## config.mk

```make
export PLATFORM = sky130hd
export DESIGN_NAME = samstk_ctrl
export DESIGN_NICKNAME = d
export VERILOG_FILES = /design/src/rtl/samstk_pkg.sv /design/src/rtl/samstk_ctrl.sv
export SDC_FILE = /design/constraint.sdc
export NUM_CORES = 1
export LEC_CHECK = 0
export ABC_CLOCK_PERIOD_IN_PS = 2700
export BUFFER_PORTS_ARGS = -buffer_cell sky130_fd_sc_hd__buf_2
export CORE_AREA = 2 2 39 41
export CTS_CLUSTER_SIZE = 25
export DETAILED_ROUTE_END_ITERATION = 10
export DIE_AREA = 0 0 41 43
export PLACE_DENSITY = 0.37
export SKIP_CTS_REPAIR_TIMING = 1
export SLEW_MARGIN = 10
export SYNTH_ARGS = -nofsm -noshare
export SYNTH_HDL_FRONTEND = slang
export SYNTH_SLANG_ARGS = --single-unit
```

## constraint.sdc

```tcl
create_clock -name clk -period 2.7 [get_ports clk]
set_input_delay 0.135 -clock clk [delete_from_list [all_inputs] [get_ports clk]]
set_output_delay 0.135 -clock clk [all_outputs]
set_load 0.03 [all_outputs]
```

## src/rtl/samstk_pkg.sv

```systemverilog
// ----------------------------------------------------------------------------
// samstk_pkg
// Shared types, codes and defaults for the shared-array multi-stack.
// ----------------------------------------------------------------------------
package samstk_pkg;

	// defaults handed to the top-level parameters
	localparam int MAX_STACKS_DEF  = 16;
	localparam int DEPTH_DEF       = 1024;
	localparam int VALUE_WIDTH_DEF = 32;

	// fixed field widths
	localparam int NUM_W    = 5;
	localparam int SLOTS_W  = 11;
	localparam int CFG_W    = 11;
	localparam int STKNUM_W = 4;
	localparam int DATA_W   = 32;
	localparam int STAT_W   = 2;

	// register reset values
	localparam logic [NUM_W-1:0]   NUM_STACKS_RST   = 5'd16;
	localparam logic [SLOTS_W-1:0] SLOTS_IN_USE_RST = 11'd1024;

	// configuration register indexes
	localparam logic REG_NUM_STACKS = 1'b0;
	localparam logic REG_SLOTS      = 1'b1;

	// request operation
	localparam logic OP_PUSH = 1'b0;
	localparam logic OP_POP  = 1'b1;

	// result status
	localparam logic [STAT_W-1:0] ST_DONE  = 2'd0;
	localparam logic [STAT_W-1:0] ST_FULL  = 2'd1;
	localparam logic [STAT_W-1:0] ST_EMPTY = 2'd2;
	localparam logic [STAT_W-1:0] ST_RANGE = 2'd3;

	// controller -> datapath
	typedef struct packed {
		logic capture;   // request word taken this cycle
		logic finish;    // commit state updates and load the result
		logic in_fetch;  // finishing from the pop fetch step
	} cmd_t;

	// datapath -> controller
	typedef struct packed {
		logic pop_go;    // valid pop on a non-empty stack
		logic out_free;  // result register can take a word
	} sts_t;

endpackage

```

## src/rtl/samstk_ctrl.sv

```systemverilog
// ----------------------------------------------------------------------------
// samstk_ctrl
// Request sequencer: accept, look up head / free slot, fetch popped slot.
// ----------------------------------------------------------------------------
module samstk_ctrl (
	input  logic               clk,
	input  logic               arst_n,
	input  logic               s_tvalid,
	output logic               s_tready,
	input  samstk_pkg::sts_t   sts,
	output samstk_pkg::cmd_t   cmd
);

	typedef enum logic [2:0] {
		S_IDLE  = 3'b001,
		S_LOOK  = 3'b010,
		S_FETCH = 3'b100
	} state_t;

	state_t state_q, state_d;

	always_comb begin
		state_d      = state_q;
		cmd.capture  = 1'b0;
		cmd.finish   = 1'b0;
		cmd.in_fetch = 1'b0;
		s_tready     = 1'b0;
		unique case (state_q)
			S_IDLE: begin
				s_tready    = 1'b1;
				cmd.capture = s_tvalid;
				if (s_tvalid) begin
					state_d = S_LOOK;
				end
			end
			S_LOOK: begin
				if (sts.pop_go) begin
					state_d = S_FETCH;
				end else if (sts.out_free) begin
					cmd.finish = 1'b1;
					state_d    = S_IDLE;
				end
			end
			S_FETCH: begin
				cmd.in_fetch = 1'b1;
				if (sts.out_free) begin
					cmd.finish = 1'b1;
					state_d    = S_IDLE;
				end
			end
			default: state_d = S_IDLE;
		endcase
	end

	always_ff @(posedge clk or negedge arst_n) begin
		if (!arst_n) begin
			state_q <= S_IDLE;
		end else begin
			state_q <= state_d;
		end
	end

endmodule

```

==> qor.json <==
{
  "detailed_routing": {
    "routed_via_density": 3.980,
    "detail_route.wl_per_cell_um": 8.700,
    "drtAntennaViolNets": 0,
    "initialDrtViolationCount": 0,
    "detail_route.wirelength_um": 435,
    "route.detailed.drc": 0,
    "drt-pass1-iter-count": 1,
    "vias": 199
  },
  "pwr": {
    "cellPowerDensity_nw_per_um2": 1040,
    "power.ir.vdd_worst_mv": 0.3614,
    "p_leak_uw": 0.0001336,
    "total_power_uw": 295.5
  },
  "layout": {
    "top_regs": "state_q x3",
    "layout.nets": 40,
    "post_route_cells_drive_above_1_share": 0.3824,
    "fillerInstances": 156,
    "growth_of_design_area_from_synthesis_to_finish_pct": 51.33,
    "finalNonFillerCells": 50,
    "post-route-util": 0.2052,
    "largest_reg_flops": 3,
    "multiInputGateArea_um2": 107.6,
    "diodes": 0,
    "sequential_cell_area_um2": 76.32,
    "max_flop_register": "state_q"
  },
  "floorplan": {
    "floorplan.initialDensity": 0.1356,
    "core-area_um2": 1384,
    "die_h_um": 43,
    "number_of_placement_rows": 14,
    "ios": 9,
    "die_x_extent_um": 41,
    "total_die_area_um2": 1763
  },
  "logic_synthesis": {
    "postSynthAreaPerCell_um2": 8.937,
    "synth.cell_area_um2": 187.7,
    "syn_nets": 26,
    "synth_enable_flop_cells": 0,
    "yosys.cell_types.count": 16,
    "ys.warnings.count": 0,
    "synth_top_area_share": 0.2667,
    "synth_async_sr_flop_share": 1.000,
    "synth.ff_latch_count": 3,
    "synth-seq-area-share": 0.4067,
    "ys_top_cells_by_count": "sky130_fd_sc_hd__a21oi_1, sky130_fd_sc_hd__dfrtp_1, sky130_fd_sc_hd__nand3b_1, sky130_fd_sc_hd__nor3b_1",
    "synthDominantAreaCellType": "sky130_fd_sc_hd__dfrtp_1",
    "postSynth.topFlopCell": "sky130_fd_sc_hd__dfrtp_1",
    "synthCells": 21,
    "cell_with_the_most_instances_after_synthesis": "sky130_fd_sc_hd__a21oi_1",
    "netlist_top_cells_area": "sky130_fd_sc_hd__dfrtp_1, sky130_fd_sc_hd__dfstp_2, sky130_fd_sc_hd__a21oi_1"
  },
  "placed_design": {
    "dp.cells": 45,
    "gp_congestion": 0.7506,
    "numPortBuffers": 8,
    "hpwl_um": 328.9
  },
  "clocking": {
    "tritoncts.num_buffers": 3,
    "count_of_h_tree_levels_built_during_cts": 1,
    "ctsRootBufferMaster": "sky130_fd_sc_hd__clkbuf_4",
    "cts_tree": "built",
    "cts.clk_slew.worst_paths_ns": 0.04,
    "clock-sinks": 3,
    "ctsLongestPathBuffers": 2,
    "clock_insertion_delay_worst_skew_ns": 0.23
  },
  "worst_setup_path": {
    "worstPathArrival_ns": 1.41,
    "cp.required_ns": 2.57,
    "critical_path.endpoint_type": "primary output",
    "crit-reg2reg-launch": "state_q[1]",
    "critical_path.startpoint_type": "flip-flop",
    "source_of_the_critical_timing_path": "state_q[0]",
    "worst-path-max-fanout": 6,
    "worst_path_max_delay_cell": "sky130_fd_sc_hd__dfstp_2",
    "reg2regPathDepth": 3,
    "critical_path_cell_by_cell": "nor3b_1, and2_1, buf_2",
    "crit_path_class": "flip-flop to primary output",
    "delay_of_the_slowest_critical_path_stage_ns": 0.56
  },
  "timing": {
    "relSlewSlack": 0.8352,
    "timing.final.hold_violations": 0,
    "tightest_slew_ns": 0.2472,
    "rsz0062_at_grt": "no",
    "period_share": 0.5723,
    "timing.fmax_mhz": 647.2,
    "clock_skew_ns": 0.001548,
    "setup_viol": 0,
    "final_period_minus_worst_setup_slack_ns": 1.545,
    "timing.hold.ws_ns": 0.1811,
    "fin_setup_tns_ns": 0,
    "report.final.slew_viol_count": 0
  },
  "min_path": {
    "instance_count_along_the_most_critical_hold_path": 3,
    "worstHoldPathType": "primary input to flip-flop",
    "hp-start": "s_tvalid"
  },
  "grt": {
    "grt_first_pass_wirelength_um": 662,
    "grt_remaining_overflow": 0,
    "antenna_found_initial": 0,
    "vias_in_the_first_global_route": 176,
    "grt_max_degree": 9,
    "track_usage": 0.05639
  },
  "run": {
    "cap_violations": 0
  },
  "run_status": {
    "status": "finished, final reports clean"
  }
}
[through the flow]
step	setup WS, ns	instance area (um2)
2_1_floorplan	0.7828	187.7
3_3_place_gp	1.423	247.7
3_5_place_dp	1.414	247.7
4_1_cts	1.161	274.0
5_1_grt	1.092	284.0
6_report	1.155	284.0
[cells in the final DEF (no fill, tap or decap), drive strengths merged]
cell type,count
nor3,1
or3b,1
buf,8
nor2b,1
dfstp,1
nand3b,2
mux2,1
nand2b,1
clkbuf,4
and2,1
inv,1
and3,1
nand2,1
nor3b,2
o21ai,1
a21oi,3
dlygate4sd3,1
dfrtp,2
nor2,1
[worst max-delay path: cells and delay by family, from the launching register on]
kind,cells,cell delay (ns)
flip-flops,1,0.56
AND/OR/NAND/NOR,2,0.41
buffers and inverters,1,0.20
[final timing paths]
path                               to  slack, ns
max                            cmd[2]       1.15
min                        state_q[1]       0.18
max reg2reg                state_q[0]       1.58
min reg2reg                state_q[0]       0.53
max in group asynchronous  state_q[0]       2.29
min in group asynchronous  state_q[2]       0.22
[kinds of logic (layout without fill, tap and decap cells)]
| logic type | Yosys count | count (layout) | share of synthesized area |
|---|---|---|---|
| and+or+nand+nor | 12 | 12 | 0.4066 |
| AOI/OAI and AO/OA | 4 | 4 | 0.1066 |
| DFF | 3 | 3 | 0.4067 |
| muxes | 1 | 1 | 0.06000 |
| buffers and inverters | 1 | 14 | 0.01998 |
[final cells by class]
cell class,count,area share
flip-flops and latches,3,0.2687
inverters,1,0.01322
multi-input cells,17,0.3789
clock buffers,4,0.09251
well taps,16,0.07048
repair buffers,9,0.1762
[power breakdown]
group	total [uW]	internal, uW	switching, uW	leakage [uW]
Clock	79.0	55.4	23.6	0.0000150
Combinational	121	48.7	71.9	0.0000814
Sequential	95.9	67.3	28.6	0.0000372
[layer usage]
layer / vias to the layer above / share of wire / global-route usage
met5: - / 0 / 0
met2: 5 / 0.48 / 0.08125
li1: 101 / - / -
met1: 91 / 0.44 / 0.06818
met3: 2 / 0.039 / 0
met4: 0 / 0.039 / 0.06000
Power figures use the tool's default switching activity.
